## src/matrix_multiply_4x4_top_defines.svh

```systemverilog
// Assertion macros used by the matrix multiply top level.
`ifndef MATRIX_MULTIPLY_4X4_TOP_DEFINES_SVH
`define MATRIX_MULTIPLY_4X4_TOP_DEFINES_SVH

// Same-cycle implication, sampled on clk, off during rst.
`define MM4_ASSERT_NOW(label, ante, cons, msg) \
  label: assert property (@(posedge clk) disable iff (rst) (ante) |-> (cons)) \
    else $error(msg);

// Next-cycle implication, sampled on clk, off during rst.
`define MM4_ASSERT_NEXT(label, ante, cons, msg) \
  label: assert property (@(posedge clk) disable iff (rst) (ante) |=> (cons)) \
    else $error(msg);

`endif

```

## src/mm4_pkg.sv

```systemverilog
// Shared types and constants for the 4x4 fixed-point matrix multiplier.
package mm4_pkg;

  localparam int MATRIX_DIM = 4;
  localparam int ELEM_W     = 32;
  localparam int PROD_W     = 2 * ELEM_W;
  localparam int ACC_W      = PROD_W + $clog2(MATRIX_DIM);
  localparam int ROW_W      = $clog2(MATRIX_DIM);
  localparam int FRAC_W     = 5;
  localparam int DATA_BITS  = ROW_W + MATRIX_DIM * ELEM_W;
  localparam int TDATA_W    = ((DATA_BITS + 7) / 8) * 8;
  localparam int PAD_W      = TDATA_W - DATA_BITS;
  localparam int ADDR_W     = 3;
  localparam int APB_W      = 32;

  localparam logic [FRAC_W-1:0] FRAC_RESET = FRAC_W'(16);
  localparam logic [ADDR_W-1:0] ADDR_FRACTION_BITS = ADDR_W'(0);

  localparam logic KIND_LOAD     = 1'b0;
  localparam logic KIND_MULTIPLY = 1'b1;

  localparam logic signed [ELEM_W-1:0] ELEM_MAX = {1'b0, {(ELEM_W-1){1'b1}}};
  localparam logic signed [ELEM_W-1:0] ELEM_MIN = {1'b1, {(ELEM_W-1){1'b0}}};

  typedef logic signed [ELEM_W-1:0] elem_t;
  typedef elem_t [MATRIX_DIM-1:0]   elem_vec_t;
  typedef elem_vec_t [MATRIX_DIM-1:0] mat_t;
  typedef logic signed [PROD_W-1:0] prod_t;
  typedef prod_t [MATRIX_DIM-1:0]   prod_vec_t;
  typedef prod_vec_t [MATRIX_DIM-1:0] prod_mat_t;
  typedef logic signed [ACC_W-1:0]  acc_t;
  typedef acc_t [MATRIX_DIM-1:0]    acc_vec_t;
  typedef logic [ROW_W-1:0]         row_t;
  typedef logic [FRAC_W-1:0]        frac_t;

endpackage

```

## src/mm4_bstore.sv

```systemverilog
// Right-matrix store: one row written per load beat, all entries cleared at reset.
module mm4_bstore (
  input  logic             clk,
  input  logic             rst,
  input  logic             wr_en,
  input  mm4_pkg::row_t     wr_row,
  input  mm4_pkg::elem_vec_t wr_data,
  output mm4_pkg::mat_t     b_mat
);
  import mm4_pkg::*;

  mat_t b_reg;

  always_ff @(posedge clk) begin
    if (rst) begin
      b_reg <= '0;
    end else if (wr_en) begin
      b_reg[wr_row] <= wr_data;
    end
  end

  assign b_mat = b_reg;

endmodule

```

## config.mk

```make
export PLATFORM = sky130hd
export DESIGN_NAME = mm4_bstore
export DESIGN_NICKNAME = d
export VERILOG_FILES = /design/src/matrix_multiply_4x4_top_defines.svh /design/src/mm4_pkg.sv /design/src/mm4_bstore.sv
export SDC_FILE = /design/constraint.sdc
export NUM_CORES = 1
export LEC_CHECK = 0
export ABC_CLOCK_PERIOD_IN_PS = 2600
export BUFFER_PORTS_ARGS = -buffer_cell sky130_fd_sc_hd__buf_2
export CAP_MARGIN = 20
export CORE_UTILIZATION = 25
export DETAILED_ROUTE_END_ITERATION = 8
export SYNTH_ARGS = -nofsm -noshare
export SYNTH_HDL_FRONTEND = slang
export SYNTH_SLANG_ARGS = --single-unit
export TNS_END_PERCENT = 1
```

## constraint.sdc

```tcl
create_clock -name clk -period 2.6 [get_ports clk]
set_input_delay 0.52 -clock clk [delete_from_list [all_inputs] [get_ports clk]]
set_output_delay 0.52 -clock clk [all_outputs]
set_load 0.01 [all_outputs]
```

==> metrics <==
CP arrival 1260 ps; Worst setup EP type output port; Total Power 18.4 mW; max cap viols 0; Crit Path Class flop to output port; slew margin rel. a little over half; die width 286 um; Worst Tran Pin Value between 600 and 700 ps; Comb power frac between 8 and 9%; final worst-path cycle share about two thirds; Flop pwr share 45.0%; commonest cells after routing, fill and taps aside 643 x buf_2, 640 x nand2b_1, 512 x mux2i_1, 512 x dfxtp_1, 57 x clkbuf_16; post-synthesis cell type with the largest combined area dfxtp_1; Root Driver clkbuf_16; routability cong. 0.786; max reg flops ~510; number of gates resized after CTS 0; H-tree depth 2; # IOs 645; Syn-to-layout area delta 32.1%; flop and latch count out of synthesis around 500; sequential-to-total area share from yosys stat 51.0%; clk_skew 0 ps; share of post-route cells with drive strength above 1 32.0%; R2R depth 2; Worst setup SP type flop; Switch Pwr 4.29 mW; top cell type's share of synthesized area about half; core area 79300 um^2; delay-heaviest family, CP flip-flops; Initial Utilization around a quarter; CTS tree built; number of fill cells in the layout 8142; Mapped Area ~20000 um^2; syn_nets 1930; Slew Viols, Final 0; P_int approximately 14 mW; post-DR vias/cell 4.08; warnings from Yosys 0; top cells by area, synth dfxtp_1 51%, mux2i_1 26%, nand2b_1 20%; Levels on crit path 1; slowest CP cell dfxtp_1; postcts setup bufs 0; final-report hold violation count 0; critical path's largest stage delay 480 ps; initial antenna violation count 1; Mapped Cells between 1500 and 2000; Port-buffer cells between 600 and 700; DP HPWL between 40 and 50 mm; Synth cell types 13; Post-DRT Antenna Nets 0; switching share of power 23.3%; first-pass GRT wire length roughly 90 mm; via count 14300; Antenna diodes 0; Die Y 286 um; Leak Pwr about 14 nW; initial drt markers 500; critical path, cell by cell buf_2; most common cell after layout, fill and taps aside buf_2; die area 81500 um^2; vias in the first global route 14100; hold crit path type input port to flop; setup_tns 0 ps; TritonRoute pass-1 iters 4; RSZ-0062 raised after global routing no; Clock Tree Buf Depth 3; row count 103; Peak supply drop 0.414 mV; Min Clock Period, post-route 1780 ps; TritonCTS Buffers 56; worst path required time 2080 ps; part of the power in the clock network a little under half; Worst Path Buf+Inv 1; grt ovf 0; Crit Path Max Fanout 2; largest net degree at the start of global routing 124; DR WL/cell 16.6 um; Num Clock Sinks between 500 and 600; PwrDens 693 nW/um^2; Worst-path clk slew about 60 ps; Final nets 2551; DRT Wirelength 58.5 mm; hold buffers post-CTS 0; outcome finished, final reports clean; global-route usage over all layers ~14%; Worst-Skew Late Latency 580 ps; DRC 0; fmax 0.562 GHz; number of setup violations in the final report 0; syn_area_per_cell 11.2 um^2; Hold Crit Depth 3
cell usage after synthesis:
| cell type | instances |
|---|---|
| and3b_1 | 1 |
| buf_2 | 31 |
| buf_4 | 26 |
| buf_6 | 4 |
| buf_8 | 2 |
| clkbuf_1 | 64 |
| dfxtp_1 | 512 |
| mux2i_1 | 512 |
| nand2b_1 | 640 |
| nand3_1 | 1 |
| nand3b_1 | 2 |
| nor3b_2 | 1 |
| or3b_1 | 1 |
final cells by class:
class                   count  area, um^2  area share (%)
flip-flops and latches    512       10200            38.6
multi-input cells        1158        9200            34.7
clock buffers              79        1670            6.29
well taps                1050        1310            4.95
repair buffers            690        3780            14.2
clock inverters            24         329            1.24
power by group through the flow:
stage	Combinational, mW	Sequential [mW]	Clock [mW]
final	1.60	8.27	8.52
after global routing	1.72	8.29	9.07
after CTS	1.62	8.27	8.76
after detailed placement	1.62	8.43	0
after global placement	1.62	8.43	0
after floorplan	0.794	8.56	0
final timing paths:
| path | endpoint | slack (ps) | from |
|---|---|---|---|
| worst max-delay path | b_mat[109] | 820 | b_mat[109] |
| worst min-delay path | b_mat[385] | 270 | wr_data[1] |
| worst max register to register | b_mat[109] | 1840 | b_mat[109] |
| worst min register to register | b_mat[112] | 470 | b_mat[112] |
per-stage QoR:
| step | instance area [um^2] | hold slack, ps | std cells | setup slack [ps] | util (%) |
|---|---|---|---|---|---|
| 4_1_cts | 26500 | 224 | 3513 | 772 | 33.5 |
| 3_3_place_gp | 24500 | 455 | 3410 | 701 | 31.0 |
| 2_1_floorplan | 20100 | 493 | 1797 | 1200 | - |
| 3_5_place_dp | 24500 | 457 | 3410 | 665 | 31.0 |
| 5_1_grt | 26500 | 244 | 3513 | 752 | 33.5 |
| 6_report | 26500 | 269 | 3513 | 821 | 33.5 |
layer usage:
layer	track usage, %	up-vias	wire length, um
met5	0	-	0
met2	23.3	428	27800
met4	3.68	0	1330
met3	3.71	82	3630
li1	-	7148	-
met1	16.8	6687	25700
logic make-up after synthesis:
family / count (synthesis) / synth area share (%)
flops: 512 / 51.0
simple gates: 646 / 20.2
mux: 512 / 25.5
buf+inv: 127 / 3.31
Note: power is estimated with default switching activity, not from simulation.
