===== config.mk =====
export PLATFORM = sky130hd
export DESIGN_NAME = mm4_col_sum
export DESIGN_NICKNAME = d
export VERILOG_FILES = /design/src/matrix_multiply_4x4_top_defines.svh /design/src/mm4_pkg.sv /design/src/mm4_col_sum.sv
export SDC_FILE = /design/constraint.sdc
export NUM_CORES = 2
export LEC_CHECK = 0
export ABC_AREA = 1
export BUFFER_PORTS_ARGS = -buffer_cell sky130_fd_sc_hd__clkbuf_2
export CAP_MARGIN = 15
export CORE_AREA = 3 3 500 502
export CTS_CLUSTER_DIAMETER = 80
export DETAILED_ROUTE_END_ITERATION = 10
export DIE_AREA = 0 0 503 505
export SYNTH_ARGS = -nofsm -noshare
export SYNTH_HDL_FRONTEND = slang
export SYNTH_SLANG_ARGS = --single-unit

===== constraint.sdc =====
create_clock -name clk -period 3.6 [get_ports clk]
set_input_delay 0.54 -clock clk [delete_from_list [all_inputs] [get_ports clk]]
set_output_delay 0.54 -clock clk [all_outputs]
set_load 0.1 [all_outputs]

===== src/matrix_multiply_4x4_top_defines.svh =====
// Assertion macros used by the matrix multiply top level.
`ifndef MATRIX_MULTIPLY_4X4_TOP_DEFINES_SVH
`define MATRIX_MULTIPLY_4X4_TOP_DEFINES_SVH

// Same-cycle implication, sampled on clk, off during rst.
`define MM4_ASSERT_NOW(label, ante, cons, msg) \
  label: assert property (@(posedge clk) disable iff (rst) (ante) |-> (cons)) \
    else $error(msg);

// Next-cycle implication, sampled on clk, off during rst.
`define MM4_ASSERT_NEXT(label, ante, cons, msg) \
  label: assert property (@(posedge clk) disable iff (rst) (ante) |=> (cons)) \
    else $error(msg);

`endif


===== src/mm4_pkg.sv =====
// Shared types and constants for the 4x4 fixed-point matrix multiplier.
package mm4_pkg;

  localparam int MATRIX_DIM = 4;
  localparam int ELEM_W     = 32;
  localparam int PROD_W     = 2 * ELEM_W;
  localparam int ACC_W      = PROD_W + $clog2(MATRIX_DIM);
  localparam int ROW_W      = $clog2(MATRIX_DIM);
  localparam int FRAC_W     = 5;
  localparam int DATA_BITS  = ROW_W + MATRIX_DIM * ELEM_W;
  localparam int TDATA_W    = ((DATA_BITS + 7) / 8) * 8;
  localparam int PAD_W      = TDATA_W - DATA_BITS;
  localparam int ADDR_W     = 3;
  localparam int APB_W      = 32;

  localparam logic [FRAC_W-1:0] FRAC_RESET = FRAC_W'(16);
  localparam logic [ADDR_W-1:0] ADDR_FRACTION_BITS = ADDR_W'(0);

  localparam logic KIND_LOAD     = 1'b0;
  localparam logic KIND_MULTIPLY = 1'b1;

  localparam logic signed [ELEM_W-1:0] ELEM_MAX = {1'b0, {(ELEM_W-1){1'b1}}};
  localparam logic signed [ELEM_W-1:0] ELEM_MIN = {1'b1, {(ELEM_W-1){1'b0}}};

  typedef logic signed [ELEM_W-1:0] elem_t;
  typedef elem_t [MATRIX_DIM-1:0]   elem_vec_t;
  typedef elem_vec_t [MATRIX_DIM-1:0] mat_t;
  typedef logic signed [PROD_W-1:0] prod_t;
  typedef prod_t [MATRIX_DIM-1:0]   prod_vec_t;
  typedef prod_vec_t [MATRIX_DIM-1:0] prod_mat_t;
  typedef logic signed [ACC_W-1:0]  acc_t;
  typedef acc_t [MATRIX_DIM-1:0]    acc_vec_t;
  typedef logic [ROW_W-1:0]         row_t;
  typedef logic [FRAC_W-1:0]        frac_t;

endpackage


===== src/mm4_col_sum.sv =====
// Column sum stage: add the four products of each column plus the rounding half.
module mm4_col_sum (
  input  logic               clk,
  input  logic               en,
  input  mm4_pkg::frac_t     frac,
  input  mm4_pkg::prod_mat_t prod,
  output mm4_pkg::acc_vec_t  sum
);
  import mm4_pkg::*;

  acc_t     half;
  acc_vec_t sum_next;
  acc_vec_t sum_reg;

  // Half an output LSB; zero when there are no fraction bits.
  assign half = (ACC_W'(1) << frac) >> 1;

  always_comb begin
    for (int j = 0; j < MATRIX_DIM; j++) begin
      sum_next[j] = half;
      for (int k = 0; k < MATRIX_DIM; k++) begin
        sum_next[j] = sum_next[j] + ACC_W'(prod[k][j]);
      end
    end
  end

  always_ff @(posedge clk) begin
    if (en) begin
      sum_reg <= sum_next;
    end
  end

  assign sum = sum_reg;

endmodule


==> out/qor.csv <==
stage;metric;value;unit
outcome;status;finished with violations;
outcome;failing checks;negative setup slack;
detailed_routing;Post-Route WL;286;mm
critical_path;Crit. End Element;register;
sta;Final Max Tran Viols;0;
layout;share of layout cells above drive strength 1;27.7;%
clock_tree;Reg clk slew, reported paths;0.05;ns
detailed_routing;Pre-Repair DR Iteration Count;6;
place;RePlAce Congestion;0.992;
global_route;total global-route track usage;21.9;%
detailed_routing;antenna viol nets, final;0;
sta;Slew @ Worst Pin;0.818;ns
place;I/O Buffers;1294;
clock_tree;Max clock buf depth;3;
sta;Fmax;0.274;GHz
sta;worst rel slew slack;45.7;%
layout;nets;12000;
floorplan;core outline area;0.246;mm²
detailed_routing;via count;53200;
logic_synthesis;Yosys warning count;0;
global_route;first-pass GRT wire length;389;mm
detailed_routing;WL per Instance;21.6;µm
detailed_routing;Residual DRC;0;
pwr;worst vdd ir;0.759;mV
floorplan;DIE HEIGHT;505;µm
sta;post-layout min period;3.65;ns
place;placed cell area;0.0694;mm²
floorplan;Initial Util;21.0;%
floorplan;Chip Width;503;µm
layout;synth-to-layout area growth;41.1;%
sta;number of hold violations in the final report;0;
critical_path;Critical Path RT;4.00;ns
flow_run;max_cap viols;0;
layout;number of flip-flops in the largest register;264;
min_path;Worst Hold Class;in -> reg;
detailed_routing;drt first-iter violations;3332;
place;dpl ws;-1.10;ns
global_route;initial antenna violation count;137;
clock_tree;CTS sink count;264;
clock_tree;total CTS buffers;55;
floorplan;Top-Level Pins;1295;
global_route;grt ovf;0;
sta;PnR worst setup slack;-0.0485;ns
floorplan;num rows;182;
place;HPWL after DPL;263;mm
global_route;pin count of the biggest net entering global routing;62;
sta;fin crit share;101;%
place;placed insts;13100;
logic_synthesis;Mapped Nets;9758;
layout;Post-Layout Inst Area;0.0728;mm²
pwr;Leakage;0.0441;µW
logic_synthesis;Yosys reg bits;264;
detailed_routing;vias per cell;4.02;
logic_synthesis;Yosys cell types;25;
clock_tree;htree depth;2;
clock_tree;CTS tree;built;
critical_path;WS Path Type;in -> reg;
sta;Setup-failing EPs final;7;
floorplan;die footprint;0.254;mm²
min_path;hold path depth;3;
pwr;total power per unit cell area;871;mW/mm²
critical_path;Max FO, Critical Path;4;
logic_synthesis;Post-Synthesis Cells;7691;
critical_path;Arr. time, crit path;4.05;ns
clock_tree;root buf cell;clkbuf_16;
global_route;vias in the first global route;53200;
logic_synthesis;synthesized area;0.0516;mm²
clock_tree;CTS Hold Buffers Added;0;
critical_path;Critical Path Start Type;input pin;
sta;RSZ-0062 raised after global routing;yes;
sta;setup TNS;-0.130;ns
logic_synthesis;sequential fraction of the synthesis area;15.4;%
critical_path;crit path from;prod[77];
layout;Layout Cells excl Fill;13200;
min_path;min-delay src;prod[768];
logic_synthesis;Synth Area per Inst;6.70;µm²
critical path, cell delays in order:
cell        delay (ns)
clkbuf_2          0.08
inv_1             0.05
fa_2              0.65
clkinvlp_4        0.26
fa_1              0.58
inv_2             0.04
fa_1              0.49
inv_2             0.05
ha_4              0.31
nand2_4           0.08
nor2_4            0.15
buf_4             0.13
a21oi_1           0.06
nand2_2           0.10
nand2_2           0.07
nand2_4           0.14
nand2_1           0.09
nand3_1           0.08
nand2_1           0.07
where the power goes:
| group | switching [µW] | internal [µW] |
|---|---|---|
| sequential | 1020 | 6020 |
| clock | 2170 | 3440 |
| combinational | 35000 | 15700 |
logic make-up (layout without fill, tap and decap cells):
logic type | after synthesis | after routing | synth area share [%]
buf+inv | 2670 | 4942 | 19.4
xor+xnor | 132 | 132 | 2.24
fa+ha+maj | 1036 | 1036 | 34.4
compound gates | 189 | 189 | 1.86
flops | 264 | 264 | 15.4
simple gates | 3400 | 3400 | 26.7
other cells | 0 | 40 | 0
cell usage after synthesis:
cell type | instances | area share, %
nor2_1 | 405 | 2.9
xor2_1 | 128 | 2.2
a21oi_1 | 178 | 1.7
inv_2 | 22 | 0.16
nand3_1 | 213 | 2.1
xnor2_1 | 4 | 0.068
nor3_1 | 59 | 0.57
a21oi_2 | 3 | 0.051
clkinv_1 | 5 | 0.036
nand4_1 | 32 | 0.39
nand2_1 | 2518 | 18
nor4_1 | 9 | 0.11
nor2_2 | 69 | 0.84
fa_1 | 636 | 25
nand3_2 | 23 | 0.45
o21ai_0 | 8 | 0.078
inv_1 | 2640 | 19
nor3_2 | 8 | 0.16
ha_1 | 400 | 9.7
clkbuf_1 | 3 | 0.022
nor2_4 | 1 | 0.022
edfxtp_1 | 264 | 15
nor4_2 | 2 | 0.049
nand3b_1 | 5 | 0.073
nand2_2 | 56 | 0.68
final cells by class:
class | instances | area, µm²
fill | 27300 | 173000
multi-input combinational | 4757 | 35100
timing repair buffer | 2173 | 13700
inverter | 2667 | 10000
sequential | 264 | 7930
tap | 3220 | 4030
clock buffer | 61 | 1420
clock inverter | 41 | 490
antenna | 40 | 100
worst paths after layout:
kind                            endpoint  slack, ns
worst max-delay path  sum[130]$_DFFE_PP_      -0.05
worst min-delay path    sum[0]$_DFFE_PP_       0.31
placed cells by master, fill, tap and decap left out, types with 39 or more instances in the layout:
master     Yosys  final
a21oi_1      178    159
buf_12         0     48
buf_4          0    827
clkbuf_16      0     56
clkbuf_2       0   1292
diode_2        0     40
edfxtp_1     264    264
fa_1         636    617
ha_1         400    337
inv_1       2640   2621
inv_2         22     39
nand2_1     2518   2412
nand2_2       56    152
nand3_1      213    196
nor2_1       405    359
nor2_2        69     98
nor3_1        59     54
xor2_1       128    117
metrics by stage:
stage / utilization (%) / hold WS, ns / power, µW
2_1_floorplan: - / 0.652 / 35800
3_3_place_gp: 28.2 / 0.982 / 56000
4_1_cts: 29.1 / 0.215 / 62200
5_1_grt: 29.6 / 0.279 / 67800
6_report: 29.6 / 0.305 / 63400
3_5_place_dp: 28.2 / 0.986 / 55900
per-layer routing:
| metal | vias up | wire [µm] | track usage (%) |
|---|---|---|---|
| li1 | 26300 | - | - |
| met1 | 24600 | 119000 | 27.4 |
| met2 | 1776 | 129000 | 35.7 |
| met3 | 378 | 27200 | 6.93 |
| met4 | 100 | 9910 | 6.88 |
| met5 | - | 643 | 0 |
repair_timing:
action	in CTS	in global routing
setup endpoints to repair	48	182
setup buffers	0	7
gates resized for setup	46	294
pin swaps	13	52
Power figures use the tool's default switching activity.
