### src/matrix_multiply_4x4_top_defines.svh
// Assertion macros used by the matrix multiply top level.
`ifndef MATRIX_MULTIPLY_4X4_TOP_DEFINES_SVH
`define MATRIX_MULTIPLY_4X4_TOP_DEFINES_SVH

// Same-cycle implication, sampled on clk, off during rst.
`define MM4_ASSERT_NOW(label, ante, cons, msg) \
  label: assert property (@(posedge clk) disable iff (rst) (ante) |-> (cons)) \
    else $error(msg);

// Next-cycle implication, sampled on clk, off during rst.
`define MM4_ASSERT_NEXT(label, ante, cons, msg) \
  label: assert property (@(posedge clk) disable iff (rst) (ante) |=> (cons)) \
    else $error(msg);

`endif

### src/mm4_pkg.sv
// Shared types and constants for the 4x4 fixed-point matrix multiplier.
package mm4_pkg;

  localparam int MATRIX_DIM = 4;
  localparam int ELEM_W     = 32;
  localparam int PROD_W     = 2 * ELEM_W;
  localparam int ACC_W      = PROD_W + $clog2(MATRIX_DIM);
  localparam int ROW_W      = $clog2(MATRIX_DIM);
  localparam int FRAC_W     = 5;
  localparam int DATA_BITS  = ROW_W + MATRIX_DIM * ELEM_W;
  localparam int TDATA_W    = ((DATA_BITS + 7) / 8) * 8;
  localparam int PAD_W      = TDATA_W - DATA_BITS;
  localparam int ADDR_W     = 3;
  localparam int APB_W      = 32;

  localparam logic [FRAC_W-1:0] FRAC_RESET = FRAC_W'(16);
  localparam logic [ADDR_W-1:0] ADDR_FRACTION_BITS = ADDR_W'(0);

  localparam logic KIND_LOAD     = 1'b0;
  localparam logic KIND_MULTIPLY = 1'b1;

  localparam logic signed [ELEM_W-1:0] ELEM_MAX = {1'b0, {(ELEM_W-1){1'b1}}};
  localparam logic signed [ELEM_W-1:0] ELEM_MIN = {1'b1, {(ELEM_W-1){1'b0}}};

  typedef logic signed [ELEM_W-1:0] elem_t;
  typedef elem_t [MATRIX_DIM-1:0]   elem_vec_t;
  typedef elem_vec_t [MATRIX_DIM-1:0] mat_t;
  typedef logic signed [PROD_W-1:0] prod_t;
  typedef prod_t [MATRIX_DIM-1:0]   prod_vec_t;
  typedef prod_vec_t [MATRIX_DIM-1:0] prod_mat_t;
  typedef logic signed [ACC_W-1:0]  acc_t;
  typedef acc_t [MATRIX_DIM-1:0]    acc_vec_t;
  typedef logic [ROW_W-1:0]         row_t;
  typedef logic [FRAC_W-1:0]        frac_t;

endpackage

### src/mm4_round_sat.sv
// Output stage: drop fraction bits, clamp to 32 bits, register the product row.
module mm4_round_sat (
  input  logic               clk,
  input  logic               en,
  input  mm4_pkg::frac_t     frac,
  input  mm4_pkg::acc_vec_t  sum,
  input  mm4_pkg::row_t      row_in,
  output mm4_pkg::elem_vec_t prod,
  output mm4_pkg::row_t      row_out,
  output logic               saturated
);
  import mm4_pkg::*;

  acc_vec_t                  shifted;
  elem_vec_t                 prod_next;
  logic [MATRIX_DIM-1:0]     clamp;
  elem_vec_t                 prod_reg;
  row_t                      row_reg;
  logic                      sat_reg;

  always_comb begin
    for (int j = 0; j < MATRIX_DIM; j++) begin
      shifted[j] = sum[j] >>> frac;
      // In range only when every bit above the sign position matches it.
      if (!shifted[j][ACC_W-1] && (|shifted[j][ACC_W-2:ELEM_W-1])) begin
        prod_next[j] = ELEM_MAX;
        clamp[j]     = 1'b1;
      end else if (shifted[j][ACC_W-1] && !(&shifted[j][ACC_W-2:ELEM_W-1])) begin
        prod_next[j] = ELEM_MIN;
        clamp[j]     = 1'b1;
      end else begin
        prod_next[j] = shifted[j][ELEM_W-1:0];
        clamp[j]     = 1'b0;
      end
    end
  end

  always_ff @(posedge clk) begin
    if (en) begin
      prod_reg <= prod_next;
      row_reg  <= row_in;
      sat_reg  <= |clamp;
    end
  end

  assign prod      = prod_reg;
  assign row_out   = row_reg;
  assign saturated = sat_reg;

endmodule

### config.mk
export PLATFORM = sky130hd
export DESIGN_NAME = mm4_round_sat
export DESIGN_NICKNAME = d
export VERILOG_FILES = /design/src/matrix_multiply_4x4_top_defines.svh /design/src/mm4_pkg.sv /design/src/mm4_round_sat.sv
export SDC_FILE = /design/constraint.sdc
export NUM_CORES = 1
export LEC_CHECK = 0
export ABC_CLOCK_PERIOD_IN_PS = 4300
export BUFFER_PORTS_ARGS = -buffer_cell sky130_fd_sc_hd__buf_4
export CORE_ASPECT_RATIO = 1.2
export CORE_MARGIN = 2
export CORE_UTILIZATION = 39
export DETAILED_ROUTE_END_ITERATION = 16
export GPL_ROUTABILITY_DRIVEN = 0
export PLACE_DENSITY_LB_ADDON = 0.2
export REMOVE_ABC_BUFFERS = 1
export SYNTH_ARGS = -nofsm -noshare
export SYNTH_HDL_FRONTEND = slang
export SYNTH_SLANG_ARGS = --single-unit
export TNS_END_PERCENT = 30
### constraint.sdc
create_clock -name clk -period 4.3 [get_ports clk]
set_input_delay 0.86 -clock clk [delete_from_list [all_inputs] [get_ports clk]]
set_output_delay 0.86 -clock clk [all_outputs]
set_load 0.01 [all_outputs]
==> results of run 1 <==
-- cell usage after synthesis (20+ instances only) --
master	n
edfxtp_1	131
o21a_1	20
buf_4	29
o211ai_1	31
mux2_2	158
mux4_2	197
clkbuf_1	92
o21ai_0	179
o22ai_1	30
nand3_1	23
mux2i_1	256
a21oi_1	181
buf_2	95
nand2_1	392
a211oi_1	42
nor2_1	240
a31oi_1	44
o21ai_1	29
nor3_1	36
buf_1	22
-- layer usage --
metal | wire, µm | vias up | GRT usage [%] | part of all wire, %
met4 | 3900 | 0 | 12.7 | 4.4
li1 | - | 10300 | - | -
met3 | 6840 | 261 | 4.38 | 7.8
met1 | 34500 | 11100 | 37.6 | 39
met5 | 0 | - | 0 | 0
met2 | 42700 | 1271 | 49.3 | 49
-- cell families (layout without fill, tap and decap cells) --
| family | Yosys count | in the layout |
|---|---|---|
| and+or+nand+nor | 819 | 819 |
| AOI/OAI and AO/OA | 689 | 689 |
| muxes | 611 | 611 |
| other | 0 | 4 |
| DFF | 131 | 131 |
| buffers and inverters | 272 | 576 |
-- worst max-delay path: cells and delay by family --
kind	cells	cell delay, ns
compound gates	2	0.33
mux	4	1.46
simple gates	2	0.59
buf+inv	3	0.73
-- per-stage QoR --
stage	cells	setup TNS, ns	area (µm²)	power [mW]	setup WS, ns
floorplan	2264	-104.63	20600	3.32	-1.18
global placement	3522	0	25800	4.71	0.159
detailed placement	3522	0	25800	4.73	0.0522
CTS	3553	0	26300	6.32	0.546
global route	3555	0	26400	6.63	0.308
finish	3557	0	26400	6.33	0.429
-- how the worst min path moves through the flow --
stage                    from                       to  slack (ns)  cells after the start
finish              row_in[0]     row_out[0]$_DFFE_PP_        0.58                      1
global route        row_in[1]     row_out[1]$_DFFE_PP_        0.57                      1
CTS                 row_in[1]     row_out[1]$_DFFE_PP_        0.55                      1
detailed placement  row_in[1]     row_out[1]$_DFFE_PP_        1.04                      1
global placement    row_in[1]     row_out[1]$_DFFE_PP_        1.04                      1
floorplan            sum[263]  prod[127]$_SDFFCE_PP0P_        0.96                      0
-- report_power, final --
group          switching (mW)  leakage, nW  internal, mW
combinational            1.77         8.93          1.39
clock                   0.655        0.284         0.908
sequential             0.0511         1.28          1.56
-- cells in the final DEF, fill, tap and decap left out, types with 7 or more instances in the layout --
cell type    n
nor2_1     239
o22ai_1     30
nand4_1     17
a31o_2       7
a31oi_1     44
edfxtp_1   131
nor2b_1     18
o21ai_0    179
nor3_1      36
nand2b_1    17
o311ai_0     7
o211ai_1    31
buf_4      509
and2_1      13
a221oi_1     7
o221ai_1     9
a22oi_1      9
a211oi_1    42
nand3_1     23
a21oi_1    181
nand2_1    392
and3_1      11
or2_2        7
mux2i_1    256
a311oi_1    13
clkbuf_16   17
mux4_2     197
mux2_2     158
o31a_1       7
inv_1        9
buf_12      16
o21ai_1     28
o22a_1      10
o21a_1      20
nor4_1      13
-- cell type report --
type | count | area share, %
diodes | 4 | 0.0380
clock buffers | 18 | 1.63
clock inverters | 13 | 0.603
inverters | 14 | 0.266
multi-input cells | 2119 | 63.1
flip-flops and latches | 131 | 14.9
well taps | 727 | 3.45
repair buffers | 531 | 16.0
==> summary.md, run 1 <==
| Metric | Value |
|---|---|
| # Post-CTS Setup Buffers | `0` |
| Area Growth Syn to Fin | `20.0%` |
| Mean Syn Cell Area | `8.71 µm²` |
| Post-Synthesis Cells | `~2500` |
| Final hold viol count | `0` |
| Critical path fanouts, max | `31` |
| Multi-input gate area | `0.0166 mm²` |
| Post-synth EDFFs | `131` |
| Worst hold slack | `between 0.5 and 0.6 ns` |
| Post-DP HPWL | `67000 µm` |
| Core ar. | `0.0559 mm²` |
| Clock transition at the registers of the reported paths | `0.06 ns` |
| Setup crit end | `prod[120]$_SDFFCE_PP1P_` |
| Grt ovf | `0` |
| Seq/Total Area, Yosys | `~18%` |
| Placement row count | `95` |
| Rel. slew slack | `41.4%` |
| Largest register FFs | `128` |
| Post-DR wirelength/cell | `24.7 µm` |
| Worst setup EP type | `register` |
| Fin crit period | `between 3 and 4 ns` |
| Min-Delay Path Class | `in2reg` |
| Register area | `a little under 0.004 mm²` |
| Vias in the first global route | `roughly 22000` |
| Synthesized area | `0.0220 mm²` |
| Main combinational cell family by area after synthesis | `multiplexers` |
| FFs w/ async S/R, synth | `0%` |
| Clock buffer depth | `2` |
| Largest net degree at the start of global routing | `78` |
| Status | `finished, final reports clean` |
| Synth Area in Compound Gates | `19.5%` |
| Post-cts resize count | `0` |
| Crit path arrival time | `4.07 ns` |
| Area share of the largest cell type after synthesis | `20.2%` |
| Drt pass-1 iters | `9` |
| Cts hold-fix bufs | `0` |
| Antenna violations before repair | `3` |
| Fin crit share | `90.0%` |
| Synth Area in Simple Gates | `16.1%` |
| Synthesis warning total | `0` |
| WS Path Type | `in2reg` |
| TritonCTS clock tree | `built` |
| IO Count | `just over 400` |
| Worst path slowest cell | `mux4_2` |
| Via count | `22900` |
| Setup violations, final | `0` |
| Critical Path RT | `4.50 ns` |
| Core Util, Final | `47.2%` |
| Max cap viols | `0` |
| Post-Route WL | `87900 µm` |
| Detail Route Antenna Nets | `0` |
| Critical path launch point | `frac[1]` |
| IO buf count | `403` |
| Die area | `between 0.05 and 0.06 mm²` |
| Synth cell types | `79` |
| Vias per cell | `6.44` |
| Synth area leader | `mux4_2` |
| Gr usage total | `29.5%` |
| Slew Viols, Final | `0` |
| Drt drc | `0` |
| Critical Path Source Type | `primary input` |
| CTS H-tree lvls | `4` |
| Layout cells sized above 1 | `33.4%` |
| Dominant synthesized flop cell | `edfxtp_1` |
| Most area-consuming cells after synthesis | `mux4_2, edfxtp_1, mux2i_1, mux2_2, nand2_1` |
| Pleak | `10.5 nW` |
| Worst path cell trace | `buf_8, buf_12, mux4_2, mux2_2, mux2i_1, mux2i_1, nor4_1, nand4_1, o21ai_2, buf_12, o21ai_0` |
| FILL cells | `5519` |
| TritonCTS Buffers | `17` |
| Die Height | `264 µm` |
| Slew @ Worst Pin | `0.880 ns` |
| DRT iter0 DRCs | `2503` |
| XOR/XNOR Fraction of Synth Area | `0%` |
| Clock Sinks | `131` |
| VDD IR-drop max | `0.316 mV` |
| CTS Root Buffer Type | `clkbuf_16` |
| RSZ-0062 raised after global routing | `no` |
| Pwr Density | `240 mW/mm²` |
| Die Span X | `221 µm` |
| Global-route wire length before repair | `134000 µm` |
| Synth Area in Adders | `0%` |
| Nets@finish | `about 3000` |
| Post-synthesis mux area share | `40.0%` |
| Starting density of the core | `39.3%` |
| Yosys reg bits | `131` |
| Fmax | `258 MHz` |
| Delay of the slowest critical-path stage | `0.56 ns` |
Power figures use the tool's default switching activity.
==> inputs of run 2 (changes only) <==
--- a/config.mk
+++ b/config.mk
@@ -12,7 +12,7 @@
 export CORE_UTILIZATION = 39
 export DETAILED_ROUTE_END_ITERATION = 16
 export GPL_ROUTABILITY_DRIVEN = 0
-export PLACE_DENSITY_LB_ADDON = 0.2
+export PLACE_DENSITY = 0.61
 export REMOVE_ABC_BUFFERS = 1
 export SYNTH_ARGS = -nofsm -noshare
 export SYNTH_HDL_FRONTEND = slang
==> run 2 against run 1 <==
Sequential cell count unchanged; combinational power about the same; critical path depth unchanged; non-clock buffer count up 3; largest cell class unchanged; final cell count about the same; first-iteration DRC count up 8.3%; die area unchanged; global-route usage up 0.21 points; highest routed layer is now met5.
==> summary.md, run 2 (same netlist as run 1, synthesis figures left out) <==
| Metric | Value |
|---|---|
| Status | `finished, final reports clean` |
| Antenna violations before repair | `2 (-1)` |
| Register area | `0.00393 mm² (unchanged)` |
| CTS Root Buffer Type | `clkbuf_16` |
| Pleak | `10.5 nW (+0.29%)` |
| Post-DP HPWL | `66900 µm (about the same)` |
| Pwr Density | `240 mW/mm² (about the same)` |
| Dpl cell area | `0.0258 mm² (+0.18%)` |
| Final Cell Area | `0.0264 mm² (+0.18%)` |
| WS Path Type | `in2reg` |
| Crit path buffers/inverters | `3 (unchanged)` |
| Worst path cell trace | `buf_8, buf_4, nand2b_1, a2bb2o_1, o21ai_0, a31oi_1, or4bb_1, nor4_1, a41oi_2, buf_4, o21ai_0` |
| IO Count | `404 (unchanged)` |
| Cts hold-fix bufs | `0 (unchanged)` |
| Core ar. | `0.0559 mm² (unchanged)` |
| Vias in the first global route | `22700 (+1.4%)` |
| TritonCTS Buffers | `17 (unchanged)` |
| Via count | `23100 (+0.86%)` |
| Final hold viol count | `0 (unchanged)` |
| Crit path arrival time | `4.28 ns (+0.21 ns)` |
| Delay of the slowest critical-path stage | `0.51 ns (-0.05 ns)` |
| Largest net degree at the start of global routing | `84 (+7.7%)` |
| DRT iter0 DRCs | `2710 (+8.3%)` |
| Final Power | `6.33 mW (+0.12%)` |
| # Post-CTS Setup Buffers | `0 (unchanged)` |
| Nets@finish | `3090 (+0.097%)` |
| Delay-heaviest family, CP | `compound AO/OA/AOI/OAI gates` |
| Worst setup EP type | `register` |
| Multi-input gate area | `0.0166 mm² (unchanged)` |
| Post-Route WL | `88700 µm (+0.85%)` |
| Setup violations, final | `0 (unchanged)` |
| Critical Path Source Type | `primary input` |
| Core Util, Final | `47.3% (+0.085 points)` |
| VDD IR-drop max | `0.242 mV (-23%)` |
| Max cap viols | `0 (unchanged)` |
| CTS H-tree lvls | `4 (unchanged)` |
| Die Span X | `221 µm (unchanged)` |
| Grt ovf | `0 (unchanged)` |
| Worst path slowest cell | `or4bb_1` |
| Detail Route Antenna Nets | `0 (unchanged)` |
| Gr usage total | `29.7% (+0.21 points)` |
| Number of cells on the worst hold path | `1 (unchanged)` |
| Post-DR wirelength/cell | `24.9 µm (+0.79%)` |
| Fin crit share | `92.6% (+2.5 points)` |
| Slew Viols, Final | `0 (unchanged)` |
| IO buf count | `403 (unchanged)` |
| Clock transition at the registers of the reported paths | `0.06 ns (about the same)` |
| Drt pass-1 iters | `6 (-3)` |
| Slew @ Worst Pin | `0.832 ns (-0.0478 ns)` |
| Critical Path RT | `4.60 ns (+0.10 ns)` |
| Die area | `0.0582 mm² (unchanged)` |
| Die Height | `264 µm (unchanged)` |
| Worst hold slack | `0.565 ns (-0.0163 ns)` |
| Rel. slew slack | `44.6% (+3.2 points)` |
| Starting density of the core | `39.3% (unchanged)` |
| Fin crit period | `3.98 ns (+0.109 ns)` |
| Leading cell type in the layout, fill and taps excluded | `buf_4` |
| Critical path fanouts, max | `33 (+6.5%)` |
| Drt drc | `0 (unchanged)` |
| FILL cells | `5426 (-1.7%)` |
| HP Start | `row_in[0]` |
| Setup ws final | `0.320 ns (-0.109 ns)` |
| Clock Sinks | `131 (unchanged)` |
| Layout cells sized above 1 | `33.4% (about the same)` |
| Most frequent cells in the layout | `buf_4, nand2_1, mux2i_1` |
| Hold Crit Endpoint | `row_out[0]$_DFFE_PP_` |
| Fmax | `251 MHz (-2.7%)` |
| Post-cts resize count | `0 (unchanged)` |
| TritonCTS clock tree | `built` |
| Cell total after placement | `3525 (+0.085%)` |
| Vias per cell | `6.50 (+0.80%)` |
| Min-Delay Path Class | `in2reg` |
| Clock buffer depth | `2 (unchanged)` |
| RSZ-0062 raised after global routing | `no` |
| Area Growth Syn to Fin | `20.2%` |
| Placement row count | `95 (unchanged)` |
| Cell Count, Final, Fillers Out | `3559 (+0.056%)` |
| Largest register FFs | `128 (unchanged)` |
| Global-route wire length before repair | `135000 µm (+1.0%)` |
| Dpl ws | `-0.00730 ns (-0.0595 ns)` |
| Setup TNS | `0 ns (unchanged)` |
## run 2: cell types whose count changed in the layout (fill, tap and decap cells not counted), sizes merged
cell      change
clkinvlp      -2
inv           -2
buf           +3
clkbuf        +2
diode         -2
clkinv        +3
## run 2: layout make-up
cell class / instances / area share, %
diodes: 2 / 0.0190
clock buffers: 20 / 1.65
clock inverters: 12 / 0.592
inverters: 14 / 0.265
multi-input cells: 2119 / 63.0
flip-flops and latches: 131 / 14.9
well taps: 727 / 3.45
repair buffers: 534 / 16.2
## run 2: routing by layer
metal	track usage (%)	share of wire (%)
met2	49.7	49
met5	0	0.010
met3	5.58	8.7
met4	12.7	4.3
met1	37.1	38
## run 2: power breakdown
group / internal [mW] / leakage [nW] / switching [mW] / total [mW]
registers: 1.56 / 1.28 / 0.0530 / 1.61
logic: 1.39 / 8.95 / 1.77 / 3.16
clock network: 0.912 / 0.290 / 0.650 / 1.56
## run 2: how the worst max path moves through the flow
stage	from	endpoint	cells after the start
CTS	frac[1]	prod[62]$_SDFFCE_PP1P_	11
global placement	frac[1]	prod[122]$_SDFFCE_PP1P_	12
global route	frac[1]	prod[35]$_SDFFCE_PP1P_	11
floorplan	frac[0]	saturated$_DFFE_PP_	9
finish	frac[1]	prod[62]$_SDFFCE_PP1P_	11
detailed placement	frac[1]	prod[120]$_SDFFCE_PP1P_	12
